===== config.mk =====
export PLATFORM = sky130hd
export DESIGN_NAME = lru_key_value_cache
export DESIGN_NICKNAME = d
export VERILOG_FILES = /design/src/hdl/lkvc_pkg.sv /design/src/hdl/lkvc_cell.sv /design/src/hdl/lru_key_value_cache.sv
export SDC_FILE = /design/constraint.sdc
export NUM_CORES = 2
export LEC_CHECK = 0
export CAP_MARGIN = 20
export CORE_ASPECT_RATIO = 0.7
export CORE_UTILIZATION = 40
export CTS_CLUSTER_DIAMETER = 80
export DETAILED_ROUTE_END_ITERATION = 16
export DONT_BUFFER_PORTS = 1
export SLEW_MARGIN = 10
export SYNTH_ARGS = -nofsm -noshare
export SYNTH_HDL_FRONTEND = slang
export SYNTH_SLANG_ARGS = --single-unit

===== constraint.sdc =====
create_clock -name clk -period 7.1 [get_ports clk]
set_input_delay 0.355 -clock clk [delete_from_list [all_inputs] [get_ports clk]]
set_output_delay 0.355 -clock clk [all_outputs]
set_load 0.005 [all_outputs]

===== src/hdl/lkvc_pkg.sv =====
// Shared types and constants for the LRU key-value cache.
package lkvc_pkg;

	localparam int DATA_W     = 32;
	localparam int CAP_W      = 5;
	localparam int RANK_MAX_W = 8;

	localparam logic [CAP_W-1:0] CAP_RESET = 5'd16;

	typedef enum logic {
		REQ_GET = 1'b0,
		REQ_SET = 1'b1
	} req_t;

	// Values rippled from one cell to the next during a lookup.
	typedef struct packed {
		logic                  hit;
		logic                  free_seen;
		logic [RANK_MAX_W-1:0] hit_rank;
		logic [DATA_W-1:0]     hit_value;
	} chain_t;

	// Operation broadcast from the controller to every cell.
	typedef struct packed {
		logic                  exec;
		logic                  is_set;
		logic                  hit;
		logic                  evict;
		logic [RANK_MAX_W-1:0] hit_rank;
		logic [RANK_MAX_W-1:0] victim_rank;
		logic [DATA_W-1:0]     key;
		logic [DATA_W-1:0]     value;
	} op_t;

endpackage


===== src/hdl/lkvc_cell.sv =====
// One cache entry: key, value, valid flag and recency rank, with its chain links.
module lkvc_cell
	import lkvc_pkg::*;
#(
	parameter int RANK_W = 4
) (
	input  logic   clk,
	input  logic   arst_n,
	input  chain_t chain_in,
	output chain_t chain_out,
	input  op_t    op,
	output logic   valid
);

	logic              valid_q;
	logic [RANK_W-1:0] rank_q;
	logic [DATA_W-1:0] key_q;
	logic [DATA_W-1:0] value_q;

	logic match;
	logic target;
	logic victim;
	logic set_miss;
	logic load;
	logic age;

	assign match    = valid_q && (key_q == op.key);
	assign target   = !chain_in.free_seen && !valid_q;
	assign victim   = valid_q && (rank_q == op.victim_rank[RANK_W-1:0]);
	assign set_miss = op.is_set && !op.hit;
	assign load     = set_miss && (op.evict ? victim : target);
	assign age      = valid_q && (op.hit ? (rank_q < op.hit_rank[RANK_W-1:0]) : set_miss);

	always_comb begin
		chain_out.hit       = chain_in.hit | match;
		chain_out.free_seen = chain_in.free_seen | !valid_q;
		chain_out.hit_rank  = chain_in.hit_rank |
			(match ? RANK_MAX_W'(rank_q) : '0);
		chain_out.hit_value = chain_in.hit_value | (match ? value_q : '0);
	end

	assign valid = valid_q;

	always_ff @(posedge clk or negedge arst_n) begin
		if (!arst_n) begin
			valid_q <= 1'b0;
			rank_q  <= '0;
		end else if (op.exec) begin
			if (load) begin
				valid_q <= 1'b1;
				rank_q  <= '0;
			end else if (match) begin
				rank_q <= '0;
			end else if (age) begin
				rank_q <= rank_q + RANK_W'(1);
			end
		end
	end

	always_ff @(posedge clk) begin
		if (op.exec) begin
			if (load) begin
				key_q   <= op.key;
				value_q <= op.value;
			end else if (match && op.is_set) begin
				value_q <= op.value;
			end
		end
	end

endmodule


===== src/hdl/lru_key_value_cache.sv =====
// Top level of the fully associative LRU key-value cache.
//
// Requests arrive on the s_ stream: s_tuser carries the request kind (get or
// set) and s_tdata the key and value. Each request yields exactly one result
// transaction on the m_ stream: m_tuser is the hit flag and m_tdata the read
// value (stored value on a get hit, all ones on a get miss, zero on a set).
// The capacity register is written through cfg_valid/cfg_ready/cfg_data and
// should only be changed while no request is in flight.
// Every request is first captured and then executed: all cells compare the
// key in parallel, the hit and the first free slot ripple along the cell
// chain, and every cell updates its rank and contents. The result is then
// held in the output register, and a new request is accepted only once the
// previous one has executed.
// If the receiver stalls, the captured request waits in the execute step until
// the output register frees up; no new request is accepted meanwhile.
// Reset clears all valid flags, ranks and the occupancy count and sets the
// capacity to sixteen.
module lru_key_value_cache
	import lkvc_pkg::*;
#(
	parameter int ENTRIES = 16
) (
	input  logic                clk,
	input  logic                arst_n,
	// Request stream.
	input  logic                s_tvalid,
	output logic                s_tready,
	input  logic [2*DATA_W-1:0] s_tdata,   // [31:0] key, [63:32] value
	input  logic [0:0]          s_tuser,   // [0] req_type
	// Result stream.
	output logic                m_tvalid,
	input  logic                m_tready,
	output logic [DATA_W-1:0]   m_tdata,   // [31:0] read_value
	output logic [0:0]          m_tuser,   // [0] hit
	// Capacity register write.
	input  logic                cfg_valid,
	output logic                cfg_ready,
	input  logic [CAP_W-1:0]    cfg_data
);

	localparam int RANK_W = (ENTRIES > 1) ? $clog2(ENTRIES) : 1;
	localparam int OCC_W  = $clog2(ENTRIES + 1);
	localparam int CMP_W  = (OCC_W > CAP_W) ? OCC_W : CAP_W;

	typedef enum logic {
		ST_IDLE,
		ST_EXEC
	} state_t;

	state_t            state_q;
	logic [CAP_W-1:0]  capacity_q;
	logic [OCC_W-1:0]  occ_q;
	logic              req_set_q;
	logic [DATA_W-1:0] key_q;
	logic [DATA_W-1:0] value_q;

	chain_t            chain [ENTRIES+1];
	logic [ENTRIES-1:0] valid_vec;
	op_t               op;

	logic             exec;
	logic             full;
	logic [CMP_W-1:0] cap_eff;
	logic [DATA_W-1:0] result_value;

	assign cfg_ready = 1'b1;
	assign s_tready  = (state_q == ST_IDLE);
	assign exec      = (state_q == ST_EXEC) && (!m_tvalid || m_tready);

	// A capacity of zero behaves as one; the store itself bounds it at ENTRIES.
	assign cap_eff = (capacity_q == '0) ? CMP_W'(1) : CMP_W'(capacity_q);
	assign full    = (CMP_W'(occ_q) >= cap_eff) || (occ_q == OCC_W'(ENTRIES));

	assign chain[0] = '0;

	always_comb begin
		op.exec        = exec;
		op.is_set      = req_set_q;
		op.hit         = chain[ENTRIES].hit;
		op.evict       = full;
		op.hit_rank    = chain[ENTRIES].hit_rank;
		// Valid ranks are always the distinct values 0 .. occupancy-1, so the
		// least recent entry is the one holding rank occupancy-1.
		op.victim_rank = RANK_MAX_W'(occ_q - OCC_W'(1));
		op.key         = key_q;
		op.value       = value_q;
	end

	for (genvar i = 0; i < ENTRIES; i++) begin : g_cell
		lkvc_cell #(
			.RANK_W(RANK_W)
		) u_cell (
			.clk      (clk),
			.arst_n   (arst_n),
			.chain_in (chain[i]),
			.chain_out(chain[i+1]),
			.op       (op),
			.valid    (valid_vec[i])
		);
	end

	always_comb begin
		if (req_set_q) begin
			result_value = '0;
		end else if (chain[ENTRIES].hit) begin
			result_value = chain[ENTRIES].hit_value;
		end else begin
			result_value = '1;
		end
	end

	always_ff @(posedge clk or negedge arst_n) begin
		if (!arst_n) begin
			capacity_q <= CAP_RESET;
		end else if (cfg_valid && cfg_ready) begin
			capacity_q <= cfg_data;
		end
	end

	always_ff @(posedge clk) begin
		if (s_tvalid && s_tready) begin
			req_set_q <= (req_t'(s_tuser[0]) == REQ_SET);
			key_q     <= s_tdata[DATA_W-1:0];
			value_q   <= s_tdata[2*DATA_W-1:DATA_W];
		end
	end

	always_ff @(posedge clk or negedge arst_n) begin
		if (!arst_n) begin
			state_q  <= ST_IDLE;
			occ_q    <= '0;
			m_tvalid <= 1'b0;
			m_tdata  <= '0;
			m_tuser  <= '0;
		end else begin
			case (state_q)
				ST_IDLE: begin
					if (m_tready) begin
						m_tvalid <= 1'b0;
					end
					if (s_tvalid) begin
						state_q <= ST_EXEC;
					end
				end
				ST_EXEC: begin
					if (exec) begin
						m_tvalid   <= 1'b1;
						m_tdata    <= result_value;
						m_tuser[0] <= chain[ENTRIES].hit;
						if (req_set_q && !chain[ENTRIES].hit && !full) begin
							occ_q <= occ_q + OCC_W'(1);
						end
						state_q <= ST_IDLE;
					end
				end
				default: begin
					state_q <= ST_IDLE;
				end
			endcase
		end
	end

	// Occupancy never exceeds the number of cells.
	a_occ_bound: assert property (@(posedge clk) disable iff (!arst_n)
		occ_q <= OCC_W'(ENTRIES))
		else $error("occupancy above entry count");

	// The occupancy count tracks the number of valid cells.
	a_occ_matches_valid: assert property (@(posedge clk) disable iff (!arst_n)
		$countones(valid_vec) == int'(occ_q))
		else $error("occupancy count differs from valid cells");

	// An executed request always leaves a result and returns to idle.
	a_exec_result: assert property (@(posedge clk) disable iff (!arst_n)
		exec |=> (m_tvalid && state_q == ST_IDLE))
		else $error("executed request produced no result");

	// A set never reports a nonzero read value.
	a_set_zero: assert property (@(posedge clk) disable iff (!arst_n)
		(exec && req_set_q) |=> (m_tdata == '0))
		else $error("set returned nonzero data");

endmodule

# Word level (Yosys, flattened, before mapping)

Cells that the tools add are included.

Register bits: 1,214
Output and inout bits: 36
Logic and storage cells: 574

Add/subtract/negate cells: 18
Order comparisons: 17
Eq/ne operators: 35
Muxes and demuxes: 153
Bitwise gates (word level): 60
Reduce and logical (&&, ||, !) cells: 218

Operator list:

| kind                  | count |
|---|---|
| $mux W32              | 50 |
| $eq A32 B32 Y1        | 16 |
| $or A32 B32 Y32       | 15 |
| $mux W4               | 64 |
| $reduce_and A2 Y1     | 50 |
| $logic_and A1 B1 Y1   | 99 |
| $add A4 B1 Y4 const B | 16 |
| $eq A4 B4 Y1          | 16 |
| $lt A4 B4 Y1          | 16 |
| $or A4 B4 Y4          | 15 |
| $reduce_bool A3 Y1    | 16 |
| $mux W1               | 36 |
| $logic_not A1 Y1      | 33 |
| $reduce_bool A2 Y1    | 16 |
| $or A1 B1 Y1          | 29 |
| $add A5 B1 Y5 const B | 1 |
| $eq A5 B5 Y1 const B  | 1 |
| $ge A5 B5 Y1          | 1 |
| $logic_not A5 Y1      | 1 |
| $mux W5               | 1 |
| $ne A2 B1 Y1 const B  | 2 |
| $pmux W1 S2           | 2 |
| $sub A4 B1 Y4 const B | 1 |
| $reduce_and A3 Y1     | 1 |
| other kinds (2)       | 3 |

# Longest topological paths before layout

Depth in word-level cells: 24
Depth in mapped cells: 21
Mapped depth without buffers: 16

# Modules after synthesis

Synthesis repeated with hierarchy kept, for this count alone.

Cells, all modules: 3,616
Area total of the unflattened synthesis: 52,955.8 sq um

Modules (own cells, without submodules):

| module              | instances | cells an instance | area an instance (sq um) | sequential area each (sq um) |
|---|---|---|---|---|
| lkvc_cell           | 16        | 208               | 3,050.4                  | 2,047.0 |
| lru_key_value_cache | 1         | 288               | 4,149.0                  | 3,079.2 |

# Worst setup path before layout

Ideal clock, no wire load.

Kind: register to register
From: register occ_q[0]
To: register g_cell[14].u_cell.value_q[0] (enable)
Arrival: 5.282 ns
Required time: 6.672 ns
Path slack: 1.390 ns
Cell stages (with the launch flop): 16
Buffers on the path: 3
Cell sequence: dfrtp_1 clkbuf_1 clkbuf_1 inv_1 ha_1 nand2b_1 a21o_1 a21o_1 a21oi_1 o21ai_1 inv_1 or4_1 o41ai_1 and3_1 clkbuf_1 o21bai_1

RTL lines:

| item                     | RTL line                   | RTL |
|---|---|---|
| start: declaration       | lru_key_value_cache.sv:52  | `logic [OCC_W-1:0] occ_q;` |
| start signal: assignment | lru_key_value_cache.sv:151 | `occ_q <= occ_q + OCC_W'(1);` |
| end signal: assignment   | lkvc_cell.sv:64            | `value_q <= op.value;` |
| end signal: assignment   | lkvc_cell.sv:66            | `value_q <= op.value;` |
| end: declaration         | lkvc_cell.sv:18            | `logic [DATA_W-1:0] value_q;` |

# Worst setup path in the final report

From: register key_q[22]
To: register g_cell[13].u_cell.key_q[30] (enable)

Cells in the longest elaborated chain, start to end: 21
Elaborated cells between the ends (all ways): 51
Those cells by class: eq/ne: 16; bitwise: 15; reduce/logical: 20

RTL lines:

| item                                 | RTL line                   | RTL |
|---|---|---|
| start: declaration                   | lru_key_value_cache.sv:54  | `logic [DATA_W-1:0] key_q;` |
| start signal: assignment             | lru_key_value_cache.sv:123 | `key_q <= s_tdata[DATA_W-1:0];` |
| $eq A32 B32 Y1                       | lkvc_cell.sv:27            | `assign match = valid_q && (key_q == op.key);` |
| $logic_and A1 B1 Y1                  | lkvc_cell.sv:27            |  |
| $or A1 B1 Y1 (14 in series)          | lkvc_cell.sv:35            | `chain_out.hit = chain_in.hit \| match;` |
| $or A1 B1 Y1 *                       | lkvc_cell.sv:35            |  |
| $logic_not A1 Y1 *                   | lkvc_cell.sv:30            | `assign set_miss = op.is_set && !op.hit;` |
| $logic_and A1 B1 Y1 *                | lkvc_cell.sv:30            |  |
| $logic_and A1 B1 Y1 *                | lkvc_cell.sv:31            | `assign load = set_miss && (op.evict ? victim : target);` |
| $reduce_and A2 Y1 (no source line) * | -                          |  |
| end signal: assignment               | lkvc_cell.sv:63            | `key_q <= op.key;` |
| end: declaration                     | lkvc_cell.sv:17            | `logic [DATA_W-1:0] key_q;` |

Mark *: on every way between the ends. The rest lies on a longest branch, timed or not.
A chain may end at the register's enable or synchronous reset.

==> run_results.csv <==
group,metric,value,unit
timing,fin_ws,1.16,ns
critical_path,crit_chain,"buf_4 > xnor2_1 > nand4_1 > nor4_1 > nand4_1 > o2111ai_1 > nor4_2 > nand2_1 > buf_4 > nor2_1 > nand2_1 > inv_1 > buf_4",
cells_and_area,drive_above_1_share,11.2,%
critical_path,path_class,"reg2reg",
critical_path,start_kind,"register",
synthesis,synth_area_leaders,"edfxtp_1 (62%), xnor2_1 (8.6%), dfrtp_1 (5.9%)",
cells_and_area,antenna_cells,0,
power_and_ir_drop,internal-power,13.4,mW
worst_hold_path,hp-class,"in2reg",
critical_path,cp_common_cell,"buf_4",
route,drtIter0Drc,4299,
synthesis,post-synth-top-count-cell,"edfxtp_1",
timing,post-route-min-period,5.94,ns
timing,hold-worst-slack,0.0456,ns
power_and_ir_drop,p_seq_share,49.0,%
global_route,antenna_found_initial,1,
clock_tree,cts_buffers,115,
place,gp_congestion,0.973,
cells_and_area,fillers,11273,
timing,finalHoldViolCount,0,
synthesis,synth_mux_area_share,0.143,%
clock_tree,clk_pin_slew,0.06,ns
synthesis,ys_top_cells_by_count,"edfxtp_1 (1089), xnor2_1 (519), nand4_1 (263), nand2_1 (147), nand3_1 (134)",
global_route,first_global_vias,30661,
clock_tree,cts_buffer_depth,3,
synthesis,syn_avg_cell_area,14.8,sq um
synthesis,synth_top_area_share,62.2,%
cells_and_area,final_nets,3816,
timing,fin_crit_sh,83.7,%
synthesis,yosysSeqAreaShare,68.1,%
clock_tree,numClockSinks,1214,
route,vias_per_cell,5.93,
synthesis,synth_cell_types,85,
power_and_ir_drop,p_total,19.4,mW
timing,fin_skew,0.0756,ns
place,placed_cell_area,0.0549,sq mm
flow_run,cap_violations,0,
critical_path,startpoint,"key_q[22]$_DFFE_PP_",
die,num_io_pins,111,
timing,relSlewSlack,20.6,%
clock_tree,tritoncts,"yes",
timing,tns,0,ns
power_and_ir_drop,vdd_ir_drop_max,0.243,mV
critical_path,critPathCaptureType,"register",
timing,setup_viol,0,
synthesis,syn-num-nets,3671,
timing,tightest_slew,1.18,ns
die,die_h,305,um
critical_path,cp_slowest_cell,"nor2_1",
synthesis,synth_compound_area_share,7.59,%
synthesis,synthAdderAreaFrac,1.44,%
clock_tree,cts_max_level,3,
synthesis,synth_edf_count,1089,
clock_tree,cts_root_buf,"clkbuf_16",
synthesis,synth_xor_area_share,9.97,%
route,drcViolationCount,0,
die,die_area,0.133,sq mm
synthesis,synth-simple-area-share,9.83,%
critical_path,crit_fanout,23,
synthesis,synth_top_family_by_area,"XOR/XNOR gates",
synthesis,synthFlopType,"edfxtp_1",
power_and_ir_drop,swShare,31.1,%
global_route,overflow,0,
place,dp_hpwl,101000,um
run_status,outcome,"finished clean",
timing,rsz0062_at_grt,"false",
die,num_rows,110,
power_and_ir_drop,p_comb_share,19.4,%
synthesis,synth_cells,3556,
timing,clock.fmax,0.168,GHz
power_and_ir_drop,p_per_area,328,mW/mm^2
power_and_ir_drop,switchingPower,6.04,mW
place,portBuffers,0,
worst_hold_path,hold_start,"m_tready",
die,initial_core_util,40.6,%
clock_tree,insertion_delay,0.78,ns
route,firstDrtPassIters,6,
power_and_ir_drop,leakage,19.2,nW
route,totalWireLength,158000,um
place,place_ws,1.37,ns
clock_tree,cts_setup_buffers,0,
die,coreArea,0.130,sq mm
power_and_ir_drop,clockPowerShare,31.6,%
synthesis,ys_seq_elements,1214,
synthesis,ys_warn_count,0,
critical_path,critPathRequiredTime,7.57,ns
route,detail-route-antenna-nets,0,
timing,slew_violations,0,
critical_path,critPathMaxStageDelay,0.90,ns
route,wl_per_cell,28.6,um
cells_and_area,final_area,0.0594,sq mm
critical_path,r2r_start,"key_q[22]$_DFFE_PP_",
global_route,grt_usage,23.5,%
global_route,grt_pass1_wl,227000,um
cells_and_area,area_growth_syn_to_layout,12.9,%
critical_path,crit_arrival,6.41,ns
route,route.vias.total,32801,
die,die_x,435,um
synthesis,yosysTopAreaCell,"edfxtp_1",
synthesis,syn_area,0.0526,sq mm
clock_tree,cts_resized,0,
global_route,grt_max_degree,126,
synthesis,synth-async-reset-ratio,10.3,%
state kept, by name, indices dropped and copies added, names as in the netlist, 5 cells and up:
name and flops:
key_q 32, capacity_q 5, g_cell.u_cell.valid 16, m_tdata 32, g_cell.u_cell.key_q 512, g_cell.u_cell.rank_q 64
occ_q 5, g_cell.u_cell.value_q 512, value_q 32
layout by cell type (no fill, tap or decap), types with 61 or more instances in the layout:
cell type	count
xnor2_1	518
a221oi_1	75
nand2_1	143
dfrtp_1	124
xor2_1	61
buf_4	132
a22oi_1	116
dlygate4sd3_1	73
nand3_1	134
clkbuf_16	116
nor3_1	71
nor2_1	83
inv_1	77
a22o_1	89
edfxtp_1	1089
nand4_1	263
power groups by stage:
stage	clock network, mW	logic [mW]	registers, mW
final	6.15	3.77	9.52
after global routing	6.51	4.05	9.60
after CTS	6.24	3.72	9.51
after detailed placement	0	3.64	9.66
after global placement	0	3.62	9.64
after floorplan	0	2.55	9.37
metrics by stage:
stage	cells	utilization, %
2_1_floorplan	3556	-
3_3_place_gp	5243	42.4
3_5_place_dp	5244	42.4
4_1_cts	5530	45.8
5_1_grt	5532	45.8
6_report	5532	45.8
critical path, delay by kind of cell, from the launching register on:
family | cells | cell delay, ns
and+or+nand+nor | 7 | 2.70
buffers and inverters | 4 | 1.76
DFF | 1 | 0.70
AOI/OAI and AO/OA | 1 | 0.22
xor gates and xnor gates | 1 | 0.17
path summary, 6_finish.rpt:
check | end | slack, ns | cells after the start
min in group asynchronous | g_cell[10].u_cell.rank_q[3]$_DFFE_PN0P_ | 0.32 | 2
max | g_cell[13].u_cell.key_q[30]$_DFFE_PP_ | 1.16 | 13
max reg2reg | g_cell[13].u_cell.key_q[30]$_DFFE_PP_ | 1.16 | 13
min reg2reg | m_tdata[16]$_DFFE_PN0P_ | 0.50 | 2
min | m_tvalid$_DFFE_PN0P_ | 0.05 | 2
max in group asynchronous | m_tdata[26]$_DFFE_PN0P_ | 6.12 | 2
area by class of cell:
| type | count | area (sq um) | share of cell area [%] |
|---|---|---|---|
| clock buffer | 144 | 3030 | 5.10 |
| clock inverter | 68 | 673 | 1.13 |
| inverter | 78 | 293 | 0.493 |
| multi-input combinational | 2078 | 15500 | 26.1 |
| sequential | 1214 | 35800 | 60.3 |
| tap | 1736 | 2170 | 3.66 |
| timing repair buffer | 214 | 1890 | 3.18 |
cell families (layout without fill, tap and decap cells):
family,count (synthesis),count (layout)
adder cells (fa/ha/maj),64,64
flip-flops,1214,1214
buffers and inverters,264,504
multiplexers,7,7
other,1,1
AO/OA/AOI/OAI,510,510
XOR/XNOR,590,590
AND/OR/NAND/NOR,906,906
layer usage:
metal	up-vias	wire length [um]	part of all wire, %	track usage (%)
li1	14066	-	-	-
met1	16741	73400	46	37.2
met2	1788	64700	41	32.3
met3	206	17200	11	5.59
met4	0	2730	1.7	4.66
met5	-	0	0	0
what timing repair did:
action,CTS,global route
setup endpoints to repair,0,0
hold endpoints to repair,196,0
hold buffers,74,0
Power figures use the tool's default switching activity.
